--- src/rtl/core/btkx_pkg.sv ---
// ----------------------------------------------------------------------------
// btkx_pkg: shared constants and types for the binary trie k-th xor core
// Port field widths, request and status codes, and the per-level control
// group handed from the sequencer to the trie step unit.
// ----------------------------------------------------------------------------
package btkx_pkg;

   localparam int MAX_KEYS = 1024;
   localparam int KEY_BITS = 34;

   // fixed field widths of the stream payloads
   localparam int KEY_W    = 34;
   localparam int RANK_W   = 11;
   localparam int STATUS_W = 2;

   localparam logic REQ_INSERT = 1'b0;
   localparam logic REQ_QUERY  = 1'b1;

   localparam logic [STATUS_W-1:0] STATUS_OK   = 2'd0;
   localparam logic [STATUS_W-1:0] STATUS_FULL = 2'd1;
   localparam logic [STATUS_W-1:0] STATUS_RANK = 2'd2;

   typedef struct packed {
      logic is_query;
      logic key_bit;
      logic fresh;     // node was allocated during this insert, memory word not valid
   } step_ctrl_type;

endpackage

--- src/rtl/core/btkx_step.sv ---
// ----------------------------------------------------------------------------
// btkx_step: one trie level
// Node word holds both child links and both child counts. Insert follows or
// allocates the child on the key bit side and bumps its count; query compares
// the remaining rank against the same-side count and picks a child.
// ----------------------------------------------------------------------------
module btkx_step #(
   parameter int NODE_W = 16,
   parameter int CNT_W  = 11,
   parameter int WORD_W = 2 * NODE_W + 2 * CNT_W
) (
   input  btkx_pkg::step_ctrl_type ctrl,
   input  logic [WORD_W-1:0]       word_in,
   input  logic [CNT_W-1:0]        rank_in,
   input  logic [NODE_W-1:0]       next_free,
   output logic [WORD_W-1:0]       word_out,
   output logic [NODE_W-1:0]       next_node,
   output logic [CNT_W-1:0]        rank_out,
   output logic                    ans_bit,
   output logic                    alloc
);

   logic [WORD_W-1:0] word;
   logic [NODE_W-1:0] link0, link1, link_same, link_other, link_new;
   logic [CNT_W-1:0]  cnt0, cnt1, cnt_same, cnt_new;
   logic              go_other;

   always_comb begin
      word       = ctrl.fresh ? '0 : word_in;
      link0      = word[NODE_W-1:0];
      link1      = word[2*NODE_W-1:NODE_W];
      cnt0       = word[2*NODE_W+CNT_W-1:2*NODE_W];
      cnt1       = word[WORD_W-1:2*NODE_W+CNT_W];
      link_same  = ctrl.key_bit ? link1 : link0;
      link_other = ctrl.key_bit ? link0 : link1;
      cnt_same   = ctrl.key_bit ? cnt1 : cnt0;

      // insert path
      alloc    = !ctrl.is_query && (link_same == '0);
      link_new = alloc ? next_free : link_same;
      cnt_new  = cnt_same + CNT_W'(1);
      word_out = word;
      if (ctrl.key_bit) begin
         word_out[2*NODE_W-1:NODE_W]       = link_new;
         word_out[WORD_W-1:2*NODE_W+CNT_W] = cnt_new;
      end else begin
         word_out[NODE_W-1:0]                  = link_new;
         word_out[2*NODE_W+CNT_W-1:2*NODE_W]   = cnt_new;
      end

      // query path
      go_other = ctrl.is_query && (rank_in > cnt_same);
      rank_out = go_other ? rank_in - cnt_same : rank_in;
      ans_bit  = go_other;

      if (ctrl.is_query) begin
         next_node = go_other ? link_other : link_same;
      end else begin
         next_node = link_new;
      end
   end

endmodule

--- config.mk ---
export PLATFORM = sky130hd
export DESIGN_NAME = btkx_step
export DESIGN_NICKNAME = d
export VERILOG_FILES = /design/src/rtl/core/btkx_pkg.sv /design/src/rtl/core/btkx_step.sv
export SDC_FILE = /design/constraint.sdc
export NUM_CORES = 1
export LEC_CHECK = 0
export BUFFER_PORTS_ARGS = -buffer_cell sky130_fd_sc_hd__buf_2
export CORE_MARGIN = 2
export CORE_UTILIZATION = 45
export DETAILED_ROUTE_END_ITERATION = 8
export PLACE_DENSITY = 0.93
export SYNTH_ARGS = -nofsm -noshare
export SYNTH_HDL_FRONTEND = slang
export SYNTH_SLANG_ARGS = --single-unit
--- constraint.sdc ---
create_clock -name vclk -period 4.8
set_input_delay 0.48 -clock vclk [all_inputs]
set_output_delay 0.48 -clock vclk [all_outputs]
set_load 0.05 [all_outputs]
== Word level (Yosys, flattened, before mapping) ==
Cells that the tools add are included.

* Register bits: 0
* Input bits: 84
* Output and inout bits: 83
* Logic and storage cells: 19

* Add/subtract/negate cells: 2
* Magnitude comparators: 1
* Muxes and demuxes: 12
* Reduce and logical (&&, ||, !) cells: 4

{| class="wikitable"
|+ Operators by type and width
! kind !! count
|-
| 16-bit 2-to-1 mux || 7
|-
| 54-bit 2-to-1 mux || 1
|-
| 11-bit 2-to-1 mux || 4
|-
| 16-bit zero test || 1
|-
| 11-bit by 1-bit adder with 11-bit output (second input constant) || 1
|-
| 11-bit greater-than comparator || 1
|-
| 11-bit subtractor || 1
|-
| 1-bit logical AND || 2
|-
| 1-bit zero test || 1
|}

== Longest topological paths before layout ==
Gate-level depths: netlist (run 1).

* Depth in word-level cells: 6
* Depth in mapped cells: 16
* Mapped depth without buffers: 12

== Worst setup path after synthesis (run 1) ==
No wires, ideal clock.

* Kind: input to output
* From: input port ctrl[1] (netlist name)
* To: output port next_node[9]
* Arrival: 4,914 ps
* Data required time: 4,320 ps
* Path slack: -594 ps
* Stages: 15
* Path buffers: 6
* Path through: buf_6 > buf_2 > buf_2 > buf_2 > buf_2 > nand2_1 > nand2_1 > nand2_1 > ha_1 > clkbuf_1 > nand4_1 > nor4_4 > a211oi_4 > or2_4 > o311ai_0

* Longest elaborated chain between the ends: 5
* Elaborated cells between the ends (all ways): 10
* Classes of those cells: 1 x order compare; 6 x mux; 3 x reduce/logical

{| class="wikitable"
|+ Ends and longest elaborated chain
! element !! line !! RTL
|-
| from (decl) || btkx_step.sv:12 || <nowiki>input btkx_pkg::step_ctrl_type ctrl,</nowiki>
|-
| 11-bit 2-to-1 mux / 16-bit 2-to-1 mux (equally long branches) || btkx_step.sv:36, btkx_step.sv:34 ||
|-
| 11-bit greater-than comparator / 16-bit zero test (equally long branches) || btkx_step.sv:52, btkx_step.sv:39 ||
|-
| 1-bit logical AND (on tied branches) || btkx_step.sv:52, btkx_step.sv:39 ||
|-
| 16-bit 2-to-1 mux (on tied branches) || btkx_step.sv:57, btkx_step.sv:40 ||
|-
| 16-bit 2-to-1 mux * || btkx_step.sv:56 || <nowiki>if (ctrl.is_query) begin</nowiki>
|-
| to (decl) || btkx_step.sv:17 || <nowiki>output logic [NODE_W-1:0] next_node,</nowiki>
|}

Mark *: on every way between the ends. The rest lies on a longest branch, timed or not.

== Worst setup path in the final report (run 1) ==
* From: input port ctrl[1] (netlist name)
* To: output port next_node[1]

Same word-level chain as after synthesis.

==> metrics.md, run 1 <==
| Metric | Value |
|---|---|
| Outcome | finished, final reports clean |
| Nets | 599 |
| HP Class | in -> out |
| CP Launch Point | ctrl[1] |
| Routed WL per cell | 17.53 µm |
| Fmax | 226.2 MHz |
| Min Tclk post-route | 4.421 ns |
| Ports | 167 |
| Dpl hpwl | 8045 µm |
| Crit-path slowest cell | a211oi_4 |
| Yosys warns | 0 |
| Syn avg cell area | 7.232 µm² |
| Post-Syn Nets | 449 |
| Final setup vio count | 0 |
| Critical Path Max Stage Delay | 0.60 ns |
| Setup TNS | 0 ns |
| Area grow syn2layout | 34.36% |
| DR iter-0 viols | 241 |
| Tcrit/Tclk final | 92.11% |
| Layout cells sized above 1 | 44.42% |
| Crit Path Max Fanout | 24 |
| GR Util All Layers | 30.65% |
| Final hold violation count | 0 |
| # DRC | 0 |
| PD cells | 175.4 mW/mm² |
| Clock group share of total power | 0% |
| Register area | 0 µm² |
| Worst slack, placed | 0.4276 ns |
| Gate power share | 100.0% |
| Synth unique cells | 50 |
| Fillcell total | 469 |
| Psw | 0.4180 mW |
| Vias per inst | 6.240 |
| Most common cell after layout, fill and taps aside | buf_2 |
| CTS hold repair buffers | 0 |
| Diode count | 0 |
| Synthesized instance count | 354 |
| CP Launch Type | primary input |
| Data arrival, critical path | 3.94 ns |
| Core Box Area | 0.005507 mm² |
| Total gr overflow | 0 |
| Cell depth of the worst setup path | 11 |
| Final WS setup | 0.3787 ns |
| Top delay family on crit path | compound AO/OA/AOI/OAI gates |
| Total power | 0.6032 mW |
| Multi-input logic area | 0.002409 mm² |
| Crit Path Category | in -> out |
| First-pass GRT wire length | 16160 µm |
| Seq_cells | 0 |
| Die height | 79.43 µm |
| GPL Wtd Cong | 0.9211 |
| CP Cell Sequence | buf_2, mux2i_1, or2_2, ha_1, o21a_1, o31ai_1, a31oi_2, a211oi_4, o21a_1, a221o_1, buf_2 |
| LEAKAGE | 1.658 nW |
| Die Area | 0.006308 mm² |
| Pin count of the biggest net entering global routing | 46 |
| Max_slew headroom | 14.03% |
| Antenna violations before repair | 0 |
| Die width | 79.43 µm |
| RSZ-0062 raised after global routing | no |
| Via count | 3582 |
| Peak VDD IR | 0.1069 mV |
| Sw Ratio | 69.30% |
| Synth Cell Area | 0.002560 mm² |
| Final wirelength | 10060 µm |
| Crit path capture | next_node[1] |
| IO Port Bufs | 167 |
| Seq/Total Area, Yosys | 0% |
| Critical path capture point type | primary output |
| Final Max Tran Viols | 0 |
| Least-Margin Pin Slew | 1.281 ns |
| Max-cap violations | 0 |
| Most frequent cells in the layout | buf_2, a22o_1, mux2_2 |
| Cell internal pwr | 0.1852 mW |
| Setup bufs post-CTS | 0 |
| CP bufs+invs | 2 |
| Initial core utilization | 46.49% |
| Post-route ant nets | 0 |
| Number of global-route vias before repair | 3444 |
| Drt pass-1 iters | 5 |
| Row count | 27 |
| Worst path required time | 4.32 ns |
| Share of power burned in registers | 0% |
| Post-CTS sizing | 0 |
| Clkbuf count | 0 |
stage by stage:
step	utilization, %	area, µm²	std cells	hold slack (ns)
6_report	62.46	3440	574	1.351
5_1_grt	62.46	3440	574	1.370
4_1_cts	62.46	3440	574	1.354
3_5_place_dp	62.46	3440	574	1.354
3_3_place_gp	62.46	3440	574	1.346
2_1_floorplan	-	2565	354	1.232
final cells by class:
cell class	instances	share of cell area [%]
inverters	10	1.091
multi-input cells	316	70.03
well taps	72	2.619
repair buffers	176	26.26
power by group through the flow:
stage	clock, mW	combinational [mW]	sequential [mW]
2_1_floorplan	0	0.443	0
3_3_place_gp	0	0.584	0
3_5_place_dp	0	0.595	0
4_1_cts	0	0.597	0
5_1_grt	0	0.637	0
6_report	0	0.603	0
synth_stat cells, types with 3 or more instances:
library cell | count | share of area [%]
a21o_1 | 4 | 1.2
a21oi_1 | 11 | 2.2
a221o_1 | 15 | 5.9
a22o_1 | 33 | 11
buf_2 | 7 | 1.4
clkbuf_1 | 18 | 2.6
ha_1 | 10 | 4.9
inv_1 | 9 | 1.3
mux2_2 | 30 | 13
mux2i_1 | 14 | 5.5
nand2_1 | 28 | 4.1
nand3_1 | 5 | 0.98
nand4_1 | 10 | 2.4
nor2_1 | 29 | 4.3
nor2b_1 | 7 | 1.7
nor3_1 | 10 | 2.0
nor3b_1 | 18 | 5.3
nor4_1 | 10 | 2.4
o21ai_0 | 19 | 3.7
o31ai_1 | 3 | 0.88
or2_2 | 3 | 0.73
xnor2_1 | 23 | 7.9
xor2_1 | 5 | 1.7
how the worst min path moves through the flow:
stage	from	to	slack (ns)	cells past startpoint
6_report	rank_in[4]	rank_out[4]	1.35	3
2_1_floorplan	rank_in[4]	rank_out[4]	1.23	1
4_1_cts	rank_in[4]	rank_out[4]	1.35	3
3_3_place_gp	rank_in[4]	rank_out[4]	1.35	3
5_1_grt	rank_in[4]	rank_out[4]	1.37	3
3_5_place_dp	rank_in[4]	rank_out[4]	1.35	3
cell families after synthesis:
kind of cell	Yosys count	synth area share, %
adder cells (fa/ha/maj)	11	5.670
AND/OR/NAND/NOR	132	27.96
AO/OA/AOI/OAI	100	31.08
XOR/XNOR	28	9.579
buffers and inverters	38	6.500
multiplexers	45	19.21
routing by layer:
layer	wire length [µm]	track usage, %	vias up
met3	824	2.036	32
met5	0	0	-
li1	-	-	1653
met4	299	8.621	0
met2	4996	55.80	236
met1	3944	38.50	1661
(Power assumes the default switching activity.)
==> run 2: changes to the inputs <==
clock period = 4.4 ns   (was 4.8 ns; I/O delays follow)
==> metrics.md, run 2 (synthesis gave the netlist of run 1 again) <==
| Metric | Value |
|---|---|
| Critical Path Max Stage Delay | 0.47 ns |
| Worst path required time | 3.96 ns |
| Crit Path Category | in -> out |
| Crit path capture | rank_out[7] |
| Final non-filler cell total | 576 |
| Die height | 79.43 µm |
| CP Launch Point | ctrl[1] |
| LEAKAGE | 1.672 nW |
| Pin count of the biggest net entering global routing | 44 |
| GRT busiest layer | met2 |
| Antenna violations before repair | 0 |
| Final wirelength | 10310 µm |
| Most frequent cells in the layout | buf_2, a22o_1, mux2_2 |
| Dpl hpwl | 8219 µm |
| PD cells | 192.6 mW/mm² |
| Routed WL per cell | 17.90 µm |
| Register area | 0 µm² |
| Setup bufs post-CTS | 0 |
| M3 GR Usage | 1.923% |
| Most common cell after layout, fill and taps aside | buf_2 |
| Ports | 167 |
| Post-CTS sizing | 0 |
| Post-route ant nets | 0 |
| M1 GR Usage | 37.22% |
| Drt pass-1 iters | 5 |
| Tcrit/Tclk final | 93.43% |
| DR iter-0 viols | 296 |
| Max-cap violations | 0 |
| Initial core utilization | 46.49% |
| Min Tclk post-route | 4.111 ns |
| CP Launch Type | primary input |
| Die width | 79.43 µm |
| First-pass GRT wire length | 15890 µm |
| Data arrival, critical path | 3.67 ns |
| Layout Utilization | 63.12% |
| Seq_cells | 0 |
| # DRC | 0 |
| RSZ-0062 raised after global routing | no |
| Crit-path slowest cell | a21o_1 |
| Max_slew headroom | 13.80% |
| Via count | 3628 |
| Number of global-route vias before repair | 3415 |
| Diode count | 0 |
| HP Class | in -> out |
| GR Util All Layers | 30.51% |
| Core Box Area | 0.005507 mm² |
| Final WS setup | 0.2889 ns |
| Vias per inst | 6.299 |
| IO Port Bufs | 167 |
| Worst path most repeated cell | nand2_1 |
| CP Cell Sequence | buf_2, nand2_1, nand2_1, nand2_1, ha_1, nand4_1, nor4_4, a21o_1, or2_4, inv_1, mux2_2, buf_2 |
| Row count | 27 |
| Area grow syn2layout | 35.78% |
| Die Area | 0.006308 mm² |
| Fmax | 243.2 MHz |
| Nets | 601 |
| Total gr overflow | 0 |
| Peak VDD IR | 0.1126 mV |
| Critical path capture point type | primary output |
| Crit Path Max Fanout | 24 |
| Clkbuf count | 0 |
| Placed cell count | 576 |
| Layout cells sized above 1 | 44.84% |
| Final Max Tran Viols | 0 |
| CTS hold repair buffers | 0 |
| Worst slack, placed | 0.2546 ns |
| M2 GR Usage | 57.06% |
| Least-Margin Pin Slew | 1.284 ns |
| Final hold violation count | 0 |
| Outcome | finished, final reports clean |
| GPL Wtd Cong | 1.050 |
| Final setup vio count | 0 |
[run 2: metal layers]
layer	wire length (µm)	part of all wire (%)
met5	0	0
met1	3861	37
met2	5163	50
met4	350	3.4
met3	932	9.0
[run 2: worst min-delay path by stage]
stage / startpoint / end / depth (start not counted)
after floorplan: rank_in[4] / rank_out[4] / 1
after global placement: rank_in[4] / rank_out[4] / 3
after detailed placement: rank_in[4] / rank_out[4] / 3
after CTS: rank_in[4] / rank_out[4] / 3
after global routing: rank_in[4] / rank_out[4] / 3
final: rank_in[4] / rank_out[4] / 3
[run 2: cell type report]
type	instances	area, µm²
inverter	10	37.54
timing repair buffer	178	918.4
fill	454	2031
multi-input combinational	316	2430
tap	72	90.09
[run 2: critical path, delay by kind of cell]
kind	cells	cell delay, ns
compound gates	1	0.47
fa+ha+maj	1	0.45
buf+inv	3	0.72
mux	1	0.28
simple gates	6	1.30
[run 2: through the flow]
step | setup TNS (ns) | hold WS [ns] | power [mW] | instance area (µm²)
3_5_place_dp | 0 | 1.287 | 0.6602 | 3475
4_1_cts | 0 | 1.287 | 0.6615 | 3475
2_1_floorplan | -0.3165 | 1.152 | 0.4898 | 2585
6_report | 0 | 1.288 | 0.6695 | 3476
3_3_place_gp | 0 | 1.258 | 0.6460 | 3475
5_1_grt | 0 | 1.300 | 0.7028 | 3476
[run 2: report_power, final]
group | switching, mW | total, mW | leakage (nW) | internal (mW)
Sequential | 0 | 0 | 0 | 0
Combinational | 0.463 | 0.669 | 1.67 | 0.207
Clock | 0 | 0 | 0 | 0
Total | 0.463 | 0.669 | 1.67 | 0.207
==> run 3: changes to the inputs <==
MAX_ROUTING_LAYER = met4   (was default)
==> metrics.md, run 3 (synthesis gave the netlist of run 1 again) <==
| Metric | Value |
|---|---|
| Dpl hpwl | 8118 µm |
| Crit-path slowest cell | o311ai_1 |
| Total power | 0.6684 mW |
| Layout Utilization | 63.12% |
| CP Cell Sequence | buf_2, buf_4, mux2_2, nand2_1, ha_1, o21a_1, o31ai_1, a31oi_2, a211oi_4, or2_4, o311ai_1, buf_2 |
| # DRC | 0 |
| GR Util All Layers | 31.06% |
| Outcome | finished, final reports clean |
| Max_slew headroom | 18.04% |
| Total gr overflow | 0 |
| Nets | 601 |
| DR iter-0 viols | 242 |
| Clkbuf count | 0 |
| Layout cells sized above 1 | 44.84% |
| LEAKAGE | 1.672 nW |
| Fin area | 0.003476 mm² |
| CTS hold repair buffers | 0 |
| Hold Crit Start | rank_in[4] |
| Most common cell after layout, fill and taps aside | buf_2 |
| Final Max Tran Viols | 0 |
| Post-route ant nets | 0 |
| Worst path most repeated cell | buf_2 |
| RSZ-0062 raised after global routing | no |
| Data arrival, critical path | 3.74 ns |
| Initial core utilization | 46.49% |
| Vias per inst | 6.241 |
| Max-cap violations | 0 |
| CP Launch Type | primary input |
| Hold Path Stages | 3 |
| Die Area | 0.006308 mm² |
| Seq_cells | 0 |
| Area grow syn2layout | 35.78% |
| Die width | 79.43 µm |
| Critical Path Max Stage Delay | 0.50 ns |
| Number of global-route vias before repair | 3428 |
| Least-Margin Pin Slew | 1.221 ns |
| Core Box Area | 0.005507 mm² |
| Worst path required time | 3.96 ns |
| Fillcell total | 459 |
| HP Class | in -> out |
| Final wirelength | 10220 µm |
| Multi-input logic area | 0.002430 mm² |
| Critical path capture point type | primary output |
| Cell Area, Placed | 0.003475 mm² |
| Routed WL per cell | 17.74 µm |
| Final setup vio count | 0 |
| IO Port Bufs | 167 |
| Most frequent cells in the layout | buf_2, a22o_1, mux2_2 |
| Row count | 27 |
| PD cells | 192.3 mW/mm² |
| Fmax | 239.3 MHz |
| Min Tclk post-route | 4.178 ns |
| Register area | 0 µm² |
| Pin count of the biggest net entering global routing | 44 |
| Hold endpoint | rank_out[4] |
| Ports | 167 |
| Tcrit/Tclk final | 94.96% |
| Peak VDD IR | 0.1249 mV |
| Crit Path Category | in -> out |
| First-pass GRT wire length | 15850 µm |
| Antenna violations before repair | 0 |
| GPL Wtd Cong | 1.058 |
| Via count | 3595 |
| Crit Path Max Fanout | 24 |
| Final hold violation count | 0 |
| Drt pass-1 iters | 5 |
| Diode count | 0 |
| Die height | 79.43 µm |
==> run 3: report_power, final <==
part	leakage [nW]	internal, mW	total [mW]	switching, mW
Sequential	0	0	0	0
Clock	0	0	0	0
Combinational	1.67	0.207	0.668	0.462
Total	1.67	0.207	0.668	0.462
==> run 3: routing by layer <==
metal / part of all wire (%) / GRT usage (%) / vias up
met5: 0 / - / -
met4: 2.7 / 9.310 / 0
met3: 9.7 / 0.9050 / 33
met2: 51 / 55.13 / 252
met1: 37 / 38.31 / 1655
li1: - / - / 1655
==> run 3: worst max-delay path by stage <==
stage | endpoint | start
2_1_floorplan | next_node[9] | ctrl[1]
3_3_place_gp | next_node[2] | ctrl[1]
3_5_place_dp | next_node[15] | ctrl[1]
4_1_cts | next_node[15] | ctrl[1]
5_1_grt | rank_out[9] | ctrl[1]
6_report | next_node[9] | ctrl[1]
==> run 3: what timing repair did <==
action | in CTS | in global routing
setup buffers | 0 | 0
gates resized for setup | 0 | 1
setup endpoints to repair | 0 | 9
==> run 3: area by class of cell <==
class | count | share of cell area [%]
multi-input combinational | 316 | 69.91
timing repair buffer | 178 | 26.42
tap | 72 | 2.592
inverter | 10 | 1.080
==> run 3: worst max-delay path, delay by kind of cell <==
family / cells / cell delay [ns]
buf+inv: 3 / 1.01
mux: 1 / 0.34
fa+ha+maj: 1 / 0.21
simple gates: 2 / 0.47
compound gates: 5 / 1.25
==> run 3: through the flow <==
step | hold slack (ns) | setup WS, ns | instances | TNS, ns
after floorplan | 1.152 | -0.3165 | 354 | -0.3165
after global placement | 1.258 | 0.4271 | 576 | 0
after detailed placement | 1.285 | 0.2912 | 576 | 0
after CTS | 1.286 | 0.2800 | 576 | 0
after global routing | 1.299 | 0.07943 | 576 | 0
final | 1.284 | 0.2215 | 576 | 0
